`src/rtl/core/lcsc_pkg.sv`:
```
package lcsc_pkg;

  // Light averaging window; must be a power of two (average is a shift).
  localparam int unsigned SAMPLE_COUNT = 8;
  localparam int unsigned SampleShift  = $clog2(SAMPLE_COUNT);
  localparam int unsigned IdxW         = (SampleShift > 0) ? SampleShift : 1;

  localparam int unsigned LightW = 12;
  localparam int unsigned SumW   = LightW + SampleShift;
  localparam int unsigned TempW  = 15;
  localparam int unsigned HumW   = 14;
  localparam int unsigned StepW  = 7;
  localparam int unsigned AngleW = 8;
  localparam int unsigned CfgIdxW  = 3;
  localparam int unsigned CfgDataW = 15;

  localparam logic [HumW-1:0] HumMax = HumW'(10000);

  typedef enum logic [1:0] {
    KIND_LIGHT   = 2'd0,
    KIND_CLIMATE = 2'd1,
    KIND_MODE    = 2'd2,
    KIND_TICK    = 2'd3
  } kind_e;

  typedef enum logic [1:0] {
    MODE_OPEN  = 2'd0,
    MODE_CLOSE = 2'd1,
    MODE_AUTO  = 2'd2
  } mode_e;

  typedef enum logic [CfgIdxW-1:0] {
    REG_OPEN_THR  = 3'd0,
    REG_CLOSE_THR = 3'd1,
    REG_HOT_LIM   = 3'd2,
    REG_HUMID_LIM = 3'd3,
    REG_STEP      = 3'd4,
    REG_MAX_ANGLE = 3'd5,
    REG_MIN_ANGLE = 3'd6
  } reg_idx_e;

  typedef struct packed {
    logic [LightW-1:0]       open_thr;
    logic [LightW-1:0]       close_thr;
    logic signed [TempW-1:0] hot_limit;
    logic [HumW-1:0]         humid_limit;
    logic [StepW-1:0]        step_size;
    logic [AngleW-1:0]       max_angle;
    logic [AngleW-1:0]       min_angle;
  } cfg_t;

  typedef struct packed {
    logic [1:0]              kind;
    logic [LightW-1:0]       light_sample;
    logic                    read_ok;
    logic signed [TempW-1:0] temp_reading;
    logic [HumW-1:0]         hum_reading;
    logic [1:0]              mode_cmd;
  } item_t;

  typedef struct packed {
    logic [AngleW-1:0] servo_angle;
    logic              bright_flag;
    logic [1:0]        mode_now;
    logic              climate_valid;
    logic              reading_rejected;
  } result_t;

endpackage

```
`src/rtl/core/lcsc_cfg_regs.sv`:
```
module lcsc_cfg_regs (
  input  logic                             clk_i,
  input  logic                             rst_ni,
  input  logic                             wr_en_i,
  input  logic [lcsc_pkg::CfgIdxW-1:0]     wr_idx_i,
  input  logic [lcsc_pkg::CfgDataW-1:0]    wr_data_i,
  output lcsc_pkg::cfg_t                   cfg_o
);
  import lcsc_pkg::*;

  cfg_t cfg_q, cfg_d;

  always_comb begin
    cfg_d = cfg_q;
    if (wr_en_i) begin
      unique case (wr_idx_i)
        REG_OPEN_THR:  cfg_d.open_thr    = wr_data_i[LightW-1:0];
        REG_CLOSE_THR: cfg_d.close_thr   = wr_data_i[LightW-1:0];
        REG_HOT_LIM:   cfg_d.hot_limit   = $signed(wr_data_i[TempW-1:0]);
        REG_HUMID_LIM: cfg_d.humid_limit = wr_data_i[HumW-1:0];
        REG_STEP:      cfg_d.step_size   = wr_data_i[StepW-1:0];
        REG_MAX_ANGLE: cfg_d.max_angle   = wr_data_i[AngleW-1:0];
        REG_MIN_ANGLE: cfg_d.min_angle   = wr_data_i[AngleW-1:0];
        default: ;  // unmapped index: dropped
      endcase
    end
  end

  always_ff @(posedge clk_i or negedge rst_ni) begin
    if (!rst_ni) begin
      cfg_q.open_thr    <= LightW'(2500);
      cfg_q.close_thr   <= LightW'(2000);
      cfg_q.hot_limit   <= TempW'(3000);
      cfg_q.humid_limit <= HumW'(8000);
      cfg_q.step_size   <= StepW'(5);
      cfg_q.max_angle   <= AngleW'(90);
      cfg_q.min_angle   <= '0;
    end else begin
      cfg_q <= cfg_d;
    end
  end

  assign cfg_o = cfg_q;

endmodule

```
`src/rtl/core/lcsc_core.sv`:
```
module lcsc_core (
  input  logic               clk_i,
  input  logic               rst_ni,
  input  logic               fire_i,
  input  lcsc_pkg::item_t    item_i,
  input  lcsc_pkg::cfg_t     cfg_i,
  output lcsc_pkg::result_t  result_o
);
  import lcsc_pkg::*;

  logic [SumW-1:0]         sum_q, sum_d;
  logic [IdxW-1:0]         idx_q, idx_d;
  logic                    bright_q, bright_d;
  mode_e                   mode_q, mode_d;
  logic [AngleW-1:0]       pos_q, pos_d;
  logic                    good_q, good_d;
  logic signed [TempW-1:0] temp_q, temp_d;
  logic [HumW-1:0]         hum_q, hum_d;
  logic                    rejected;

  logic [SumW-1:0]         sum_add;
  logic [LightW-1:0]       avg;
  logic                    win_done;
  logic                    set_b;
  logic                    harsh;
  logic [AngleW-1:0]       target;
  logic [AngleW:0]         up_pos;
  logic signed [AngleW+1:0] dn_pos;
  logic [AngleW-1:0]       moved;

  assign sum_add  = sum_q + SumW'(item_i.light_sample);
  assign avg      = sum_add[SumW-1 -: LightW];
  assign win_done = (SampleShift == 0) || (idx_q == IdxW'(SAMPLE_COUNT - 1));
  assign set_b    = bright_q | (avg >= cfg_i.open_thr);

  assign harsh = good_q && ((temp_q >= cfg_i.hot_limit) || (hum_q >= cfg_i.humid_limit));

  always_comb begin
    case (mode_q)
      MODE_OPEN:  target = cfg_i.max_angle;
      MODE_CLOSE: target = cfg_i.min_angle;
      default:    target = (bright_q && !harsh) ? cfg_i.max_angle : cfg_i.min_angle;
    endcase
  end

  assign up_pos = {1'b0, pos_q} + (AngleW+1)'(cfg_i.step_size);
  assign dn_pos = $signed({2'b00, pos_q}) - $signed((AngleW+2)'(cfg_i.step_size));

  always_comb begin
    moved = pos_q;
    if (target > pos_q) begin
      moved = (up_pos < {1'b0, target}) ? up_pos[AngleW-1:0] : target;
    end else if (target < pos_q) begin
      moved = (dn_pos > $signed({2'b00, target})) ? dn_pos[AngleW-1:0] : target;
    end
  end

  always_comb begin
    sum_d    = sum_q;
    idx_d    = idx_q;
    bright_d = bright_q;
    mode_d   = mode_q;
    pos_d    = pos_q;
    good_d   = good_q;
    temp_d   = temp_q;
    hum_d    = hum_q;
    rejected = 1'b0;
    unique case (kind_e'(item_i.kind))
      KIND_LIGHT: begin
        if (win_done) begin
          // set test first, then clear test on the same average
          bright_d = set_b & ~(avg <= cfg_i.close_thr);
          sum_d    = '0;
          idx_d    = '0;
        end else begin
          sum_d = sum_add;
          idx_d = idx_q + IdxW'(1);
        end
      end
      KIND_CLIMATE: begin
        if (!item_i.read_ok || (item_i.hum_reading > HumMax) ||
            (item_i.temp_reading == '0 && item_i.hum_reading == '0)) begin
          rejected = 1'b1;
        end else begin
          temp_d = item_i.temp_reading;
          hum_d  = item_i.hum_reading;
          good_d = 1'b1;
        end
      end
      KIND_MODE: begin
        case (item_i.mode_cmd) inside
          MODE_OPEN, MODE_CLOSE, MODE_AUTO: mode_d = mode_e'(item_i.mode_cmd);
          default: ;  // reserved command keeps mode
        endcase
      end
      KIND_TICK: begin
        if (moved < cfg_i.min_angle)      pos_d = cfg_i.min_angle;
        else if (moved > cfg_i.max_angle) pos_d = cfg_i.max_angle;
        else                              pos_d = moved;
      end
      default: ;
    endcase
  end

  always_ff @(posedge clk_i or negedge rst_ni) begin
    if (!rst_ni) begin
      sum_q    <= '0;
      idx_q    <= '0;
      bright_q <= 1'b0;
      mode_q   <= MODE_AUTO;
      pos_q    <= '0;
      good_q   <= 1'b0;
      temp_q   <= '0;
      hum_q    <= '0;
    end else if (fire_i) begin
      sum_q    <= sum_d;
      idx_q    <= idx_d;
      bright_q <= bright_d;
      mode_q   <= mode_d;
      pos_q    <= pos_d;
      good_q   <= good_d;
      temp_q   <= temp_d;
      hum_q    <= hum_d;
    end
  end

  assign result_o.servo_angle      = pos_d;
  assign result_o.bright_flag      = bright_d;
  assign result_o.mode_now         = mode_d;
  assign result_o.climate_valid    = good_d;
  assign result_o.reading_rejected = rejected;

endmodule

```
`src/rtl/core/light_climate_servo_controller_unit.sv`:
```
// Channel  | Direction | Handshake            | Payload
// ---------+-----------+----------------------+-----------------------------------------
// in       | input     | in_valid_i/in_ready_o   | kind, light_sample, read_ok, temp, hum, mode_cmd
// out      | output    | out_valid_o/out_ready_i | servo_angle, bright_flag, mode_now, flags
// cfg      | input     | cfg_valid_i/cfg_ready_o | cfg_index_i, cfg_data_i
//
// One transaction per cycle sustained while out_ready_i stays high; the result is valid once the item
// has passed the input register, then the state update into the output register.
// The state update for an item is one pass of compare/add/clamp logic in lcsc_core.
// Reset (async, active low) empties both stages and loads the default settings.
// A stalled output holds the item in the input register; in_ready_o then drops.
module light_climate_servo_controller_unit (
  input  logic                          clk_i,
  input  logic                          rst_ni,
  // item channel
  input  logic                          in_valid_i,
  output logic                          in_ready_o,
  input  logic [1:0]                    kind_i,
  input  logic [lcsc_pkg::LightW-1:0]   light_sample_i,
  input  logic                          read_ok_i,
  input  logic signed [lcsc_pkg::TempW-1:0] temp_reading_i,
  input  logic [lcsc_pkg::HumW-1:0]     hum_reading_i,
  input  logic [1:0]                    mode_cmd_i,
  // result channel
  output logic                          out_valid_o,
  input  logic                          out_ready_i,
  output logic [lcsc_pkg::AngleW-1:0]   servo_angle_o,
  output logic                          bright_flag_o,
  output logic [1:0]                    mode_now_o,
  output logic                          climate_valid_o,
  output logic                          reading_rejected_o,
  // settings write channel
  input  logic                          cfg_valid_i,
  output logic                          cfg_ready_o,
  input  logic [lcsc_pkg::CfgIdxW-1:0]  cfg_index_i,
  input  logic [lcsc_pkg::CfgDataW-1:0] cfg_data_i
);
  import lcsc_pkg::*;

  cfg_t    cfg;
  item_t   item_q;
  logic    item_vld_q;
  result_t res_d, res_q;
  logic    res_vld_q;
  logic    advance;   // output stage can take the next result
  logic    fire;      // item in input register gets processed this cycle
  logic    in_take;

  // settings are always writable
  assign cfg_ready_o = 1'b1;

  lcsc_cfg_regs u_cfg (
    .clk_i     (clk_i),
    .rst_ni    (rst_ni),
    .wr_en_i   (cfg_valid_i),
    .wr_idx_i  (cfg_index_i),
    .wr_data_i (cfg_data_i),
    .cfg_o     (cfg)
  );

  assign advance    = !res_vld_q || out_ready_i;
  assign fire       = item_vld_q && advance;
  assign in_ready_o = !item_vld_q || advance;
  assign in_take    = in_valid_i && in_ready_o;

  // input register
  always_ff @(posedge clk_i or negedge rst_ni) begin
    if (!rst_ni) begin
      item_vld_q <= 1'b0;
    end else if (in_ready_o) begin
      item_vld_q <= in_valid_i;
    end
  end

  always_ff @(posedge clk_i) begin
    if (in_take) begin
      item_q.kind         <= kind_i;
      item_q.light_sample <= light_sample_i;
      item_q.read_ok      <= read_ok_i;
      item_q.temp_reading <= temp_reading_i;
      item_q.hum_reading  <= hum_reading_i;
      item_q.mode_cmd     <= mode_cmd_i;
    end
  end

  // state update and result
  lcsc_core u_core (
    .clk_i    (clk_i),
    .rst_ni   (rst_ni),
    .fire_i   (fire),
    .item_i   (item_q),
    .cfg_i    (cfg),
    .result_o (res_d)
  );

  // output register
  always_ff @(posedge clk_i or negedge rst_ni) begin
    if (!rst_ni) begin
      res_vld_q <= 1'b0;
    end else if (advance) begin
      res_vld_q <= item_vld_q;
    end
  end

  always_ff @(posedge clk_i) begin
    if (fire) begin
      res_q <= res_d;
    end
  end

  assign out_valid_o        = res_vld_q;
  assign servo_angle_o      = res_q.servo_angle;
  assign bright_flag_o      = res_q.bright_flag;
  assign mode_now_o         = res_q.mode_now;
  assign climate_valid_o    = res_q.climate_valid;
  assign reading_rejected_o = res_q.reading_rejected;

endmodule
```
`config.mk`:
```
export PLATFORM = sky130hd
export DESIGN_NAME = light_climate_servo_controller_unit
export DESIGN_NICKNAME = d
export VERILOG_FILES = /design/src/rtl/core/lcsc_pkg.sv /design/src/rtl/core/lcsc_cfg_regs.sv /design/src/rtl/core/lcsc_core.sv /design/src/rtl/core/light_climate_servo_controller_unit.sv
export SDC_FILE = /design/constraint.sdc
export NUM_CORES = 1
export LEC_CHECK = 0
export BUFFER_PORTS_ARGS = -buffer_cell sky130_fd_sc_hd__buf_4
export CAP_MARGIN = 20
export CORE_MARGIN = 8
export CORE_UTILIZATION = 35
export CTS_CLUSTER_DIAMETER = 150
export DETAILED_ROUTE_END_ITERATION = 12
export PLACE_DENSITY = 0.51
export SYNTH_ARGS = -nofsm -noshare
export SYNTH_HDL_FRONTEND = slang
export SYNTH_SLANG_ARGS = --single-unit
```
`constraint.sdc`:
```
create_clock -name clk_i -period 8 [get_ports clk_i]
set_input_delay 1.2 -clock clk_i [delete_from_list [all_inputs] [get_ports clk_i]]
set_output_delay 1.2 -clock clk_i [all_outputs]
set_load 0.005 [all_outputs]
```
==> Yosys cells after proc, flatten, opt, wreduce, memory -nomap -nowiden <==
Index checks and enable logic that the tools add are counted.
{ "classes": {"mux": 18, "n_addsub": 4, "reduce_logical": 30, "n_eq_ne": 13, "order_cmp": 11, "bitwise_logic": 4} }
{ "op_table": {"columns": ["cell", "n"], "rows": [
  ["$mux W8", 8],
  ["$gt A8 B8 Y1", 2],
  ["$lt A8 B8 Y1", 2],
  ["$pmux W8 S2", 1],
  ["$reduce_and A2 Y1", 8],
  ["$add A15 B12 Y15", 1],
  ["$ge A15 B15 Y1", 1],
  ["$logic_not A15 Y1", 1],
  ["$mux W15", 1],
  ["$ge A14 B14 Y1", 1],
  ["$gt A14 B14 Y1 const B", 1],
  ["$logic_not A14 Y1", 1],
  ["$eq A3 B3 Y1 const B", 4],
  ["$ge A12 B12 Y1", 1],
  ["$le A12 B12 Y1", 1],
  ["$gt A10 B9 Y1", 1],
  ["$add A8 B7 Y9", 1],
  ["$lt A9 B8 Y1", 1],
  ["$sub A8 B7 Y9", 1],
  ["$eq A2 B1 Y1 const B", 3],
  ["$eq A2 B2 Y1 const B", 3],
  ["$eq A3 B2 Y1 const B", 2],
  ["$logic_not A2 Y1", 3],
  ["$logic_and A1 B1 Y1", 5],
  ["other kinds (13)", 26]
]} }
{ "word_totals": {"wordCells": 108, "ff_bits": 196, "out_inout_bits": 16, "inputBits": 69} }

==> Logic depth before layout (Yosys ltp) <==
{ "logic_depth": {"ltp_word": 15, "ltp_mapped": 33, "depth_no_buf": 33} }

==> Modules after synthesis <==
A second synthesis with hierarchy kept.
{ "unflattened": {"cells_unflattened": 1047, "area_unflattened_um2": 11604.9} }
{ "modules_own_cells": {"columns": ["module", "area_per_inst_um2", "cells_each", "seq_area_each_um2", "n_inst"], "rows": [
  ["lcsc_core", 6814.0, 813, 1477.7, 1],
  ["lcsc_cfg_regs", 2904.0, 165, 1939.4, 1],
  ["light_climate_servo_controller_unit", 1886.8, 69, 1821.7, 1]
]} }

==> Worst setup path before layout <==
No wires, ideal clock.
{ "synth_path": {"path_type": "register to register", "from": "reg u_cfg.cfg_q (netlist bit u_cfg.cfg_o[32])", "to": "reg res_q (netlist bit servo_angle_o[1]), data pin", "setup_time_ps": 275, "setup_slack_ps": 1588, "required_ps": 7725, "n_path_buf": 1, "arrival_time_ps": 6137, "path_stages_with_launch": 33, "path_cell_list": "dfstp_2 -> inv_1 -> ha_1 -> and2_0 -> a221o_1 -> a2111oi_2 -> o21ai_1 -> o21ai_0 -> a21oi_1 -> mux2i_1 -> inv_1 -> ha_1 -> nor2b_1 -> o2111ai_1 -> nand2_1 -> o21ai_0 -> a21oi_1 -> a211oi_1 -> or2_2 -> mux2i_1 -> nor2_1 -> nor2_1 -> a21oi_1 -> ha_1 -> nor2b_1 -> o21ai_0 -> nand2b_1 -> a21oi_1 -> o21ai_0 -> o21a_1 -> clkbuf_1 -> o311ai_0 -> a31oi_1"} }
{ "synth_rtl": {"columns": ["element", "line", "rtl"], "rows": [
  ["from (decl)", "lcsc_cfg_regs.sv:11", "cfg_t cfg_q, cfg_d;"],
  ["from (signal assigned)", "lcsc_cfg_regs.sv:39", "cfg_q <= cfg_d;"],
  ["to (signal assigned)", "light_climate_servo_controller_unit.sv:107", "res_q <= res_d;"],
  ["to (decl)", "light_climate_servo_controller_unit.sv:43", "result_t res_d, res_q;"]
]} }

==> impl_metrics.py <==
metrics = {
    "sta": {
        "worst_pin_slew_ps": 875,
        "setup_violations": 0,
        "slew_headroom": 0.416,
        "layout_setup_ws_ps": 558,
        "final.setup.tns_ps": 0,
        "rsz0062_at_grt": "no",
        "maxSlewViolCount": 0,
        "final.setup_skew_ps": 12.3,
        "period_share": 0.930,
        "layout_min_cycle_time_ps": 7440,
        "hold_slack_ps": 488,
        "hold_viol": 0,
        "max_freq_mhz": 134,
    },
    "worst_hold_path": {
        "worstHoldStart": "u_core.idx_q[1]",
        "hold_path_class": "register to register",
        "holdPathStages": 2,
        "min_to": "u_core.idx_q[1]",
    },
    "cts": {
        "cts-root-buf": "clkbuf_16",
        "clk_pin_slew_ps": 70,
        "cts_sinks": 196,
        "cts_tree": "built",
        "cts_buffers": 17,
        "htreeDepth": 4,
        "clock_path_buffers": 2,
        "clk_latency_ps": 440,
    },
    "logic_synthesis": {
        "synthesis.nets": 1304,
        "ys.warnings.count": 0,
        "synth_area_leaders": "dfrtp_1 (23%), edfxtp_1 (15%), ha_1 (13%)",
        "yosys.area.top_type": "dfrtp_1",
        "synthCells": 1114,
        "ys_ff_latch": 196,
        "avgSynthCellArea_um2": 10.3,
        "synth_flop_cell": "dfrtp_1",
        "synth_edf_count": 59,
        "syn_area_um2": 11500,
        "async_flop_share": 0.699,
        "synth.yosys.seq_area_share": 0.457,
        "ys_types": 65,
        "synth_top_cell_area_share": 0.231,
    },
    "grt": {
        "first_global_vias": 8571,
        "grt_overflow": 0,
        "grt_pass1_wl_mm": 47.4,
        "track_usage": 0.156,
        "antenna_found_initial": 0,
        "grt_max_degree": 72,
    },
    "worst_setup_path": {
        "crit_path_frequent_cell": "o21ai_0",
        "ff2ff_setup_slack_ps": 560,
        "crit_type": "register to register",
        "worstReg2RegEnd": "servo_angle_o[7]",
        "crit_path_max_incr_delay_ps": 560,
        "cp.required_ps": 8190,
        "crit_path_start_kind": "register",
        "worstPathMaxFanout": 8,
        "arrival_ps": 7630,
        "worstRegToRegCells": 29,
        "end_kind": "register",
        "cp_slowest_cell": "nor4_1",
        "timing.rr.start": "u_cfg.cfg_o[48]",
    },
    "route": {
        "drt_pass1_iterations": 5,
        "vias": 8364,
        "post_drt_via_cell_ratio": 5.07,
        "drt_iter0_markers": 604,
        "drc": 0,
        "wirelength_mm": 29.5,
        "wl_per_cell_um": 17.9,
        "postRouteAntennaNets": 0,
    },
    "power": {
        "power.leakage_nw": 5.82,
        "p_clk_frac": 0.137,
        "seq_power_share": 0.258,
        "peakVddDrop_mv": 0.235,
        "sw_frac_of_total": 0.457,
        "internal-power_w": 0.00316,
        "powerDensity_nw_per_um2": 442,
        "share_comb_of_total_power": 0.606,
        "p_sw_w": 0.00266,
        "design_power_total_w": 0.00583,
    },
    "final_layout": {
        "area_delta_synth_final_pct": 14.9,
        "nNetsFinal": 1384,
        "drive_gt1_frac": 0.196,
        "utilization": 0.407,
        "n_antenna_cell": 0,
    },
    "floorplan": {
        "initial_core_util": 0.354,
        "die-area_um2": 38800,
        "ios": 85,
        "die_h_um": 197,
        "core_area_um2": 32400,
        "die_w_um": 197,
        "row_count": 66,
    },
    "placed_design": {
        "dp_slack_ps": 514,
        "globalplace.congestion": 0.884,
        "port_buffers": 83,
        "hpwl_mm": 22.5,
    },
    "run_status": {
        "status": "finished clean",
    },
    "job": {
        "max_cap_violations": 0,
    },
}
critical path, delay by kind of cell (launching register included):
kind	cells	cell delay (ps)
AOI/OAI and AO/OA	15	3610
buffers and inverters	2	190
DFF	1	520
muxes	2	640
and+or+nand+nor	7	1320
adders and majority gates	3	920
state kept, by name, indices dropped and copies added (netlist names), 2 cells and up:
register,flops
item_q,46
mode_now_o,2
servo_angle_o,8
u_cfg.cfg_o,76
u_core.hum_q,14
u_core.idx_q,3
u_core.mode_q,2
u_core.pos_q,8
u_core.sum_q,15
u_core.temp_q,15
metal layers:
layer / up-vias / track usage / wire [µm]
li1: 4147 / - / -
met1: 4018 / 0.204 / 13900
met2: 163 / 0.252 / 13800
met3: 36 / 0.0382 / 1120
met4: 0 / 0.0482 / 653
met5: - / 0 / 0
cell usage after synthesis, types with 3 or more instances:
| master | instances |
|---|---|
| a211oi_1 | 16 |
| a21boi_0 | 5 |
| a21o_1 | 23 |
| a21oi_1 | 55 |
| a22o_1 | 13 |
| a22oi_1 | 7 |
| a311oi_1 | 4 |
| a31oi_1 | 10 |
| and2_1 | 4 |
| and3_1 | 4 |
| buf_2 | 3 |
| clkbuf_1 | 28 |
| dfrtp_1 | 106 |
| dfstp_2 | 31 |
| edfxtp_1 | 59 |
| fa_1 | 3 |
| ha_1 | 118 |
| inv_1 | 115 |
| mux2_2 | 64 |
| mux2i_1 | 15 |
| nand2_1 | 92 |
| nand2b_1 | 17 |
| nand3_1 | 8 |
| nand3b_1 | 3 |
| nand4_1 | 19 |
| nand4b_1 | 4 |
| nor2_1 | 60 |
| nor2b_1 | 11 |
| nor3_1 | 15 |
| nor3b_1 | 4 |
| nor4_1 | 9 |
| o211ai_1 | 8 |
| o21a_1 | 6 |
| o21ai_0 | 96 |
| o21bai_1 | 3 |
| o22ai_1 | 6 |
| o311ai_0 | 3 |
| o31a_1 | 3 |
| o31ai_1 | 8 |
| or2_2 | 6 |
| or3_1 | 3 |
| xnor2_1 | 15 |
| xor2_1 | 4 |
how the worst max path moves through the flow:
stage	start	end
floorplan	u_cfg.cfg_o[32]	servo_angle_o[1]
global placement	u_cfg.cfg_o[48]	servo_angle_o[7]
detailed placement	u_cfg.cfg_o[48]	servo_angle_o[1]
CTS	u_cfg.cfg_o[48]	servo_angle_o[1]
global route	u_cfg.cfg_o[48]	servo_angle_o[7]
finish	u_cfg.cfg_o[48]	servo_angle_o[7]
cell type report:
type                    count  area, µm²
fillers                  3239      19200
multi-input cells         770       5700
clock buffers              19        433
repair buffers             94        722
clock inverters            13        100
inverters                 115        432
well taps                 442        553
flip-flops and latches    196       5240
cells by family (layout without fill, tap and decap cells):
logic type | after synthesis | count (layout) | share of synthesized area
multiplexers | 79 | 79 | 0.0759
adder cells (fa/ha/maj) | 121 | 121 | 0.134
flip-flops | 196 | 196 | 0.457
other | 1 | 1 | 0.000327
XOR/XNOR | 19 | 19 | 0.0145
AO/OA/AOI/OAI | 287 | 287 | 0.160
AND/OR/NAND/NOR | 263 | 263 | 0.110
buffers and inverters | 148 | 241 | 0.0491
repair_timing:
| item | 4_1_cts | 5_1_grt |
|---|---|---|
| gates resized for setup | 0 | 3 |
| setup buffers | 0 | 0 |
| endpoints found under the setup margin | 0 | 7 |
| hold buffers | 0 | 0 |
power by group through the flow:
stage	clock, W	combinational [W]	sequential (W)
global route	0.000866	0.00399	0.00153
CTS	0.000823	0.00352	0.00151
finish	0.000798	0.00353	0.00150
detailed placement	0	0.00349	0.00152
floorplan	0	0.00263	0.00143
global placement	0	0.00347	0.00152
through the flow:
stage,std cells,cell area [µm²]
after floorplan,1114,11500
after global placement,1616,12600
after detailed placement,1616,12600
after CTS,1648,13100
after global routing,1649,13200
final,1649,13200
layout by cell type (no fill, tap or decap), types with 17 or more instances in the layout:
cell type,count
o21ai_0,96
nand2b_1,17
inv_1,115
edfxtp_1,59
nand4_1,19
a21o_1,23
dfrtp_1,106
ha_1,118
nand2_1,92
a21oi_1,55
nor2_1,59
mux2_2,64
dfstp_2,31
clkbuf_16,17
buf_4,92
Power figures use the tool's default switching activity.
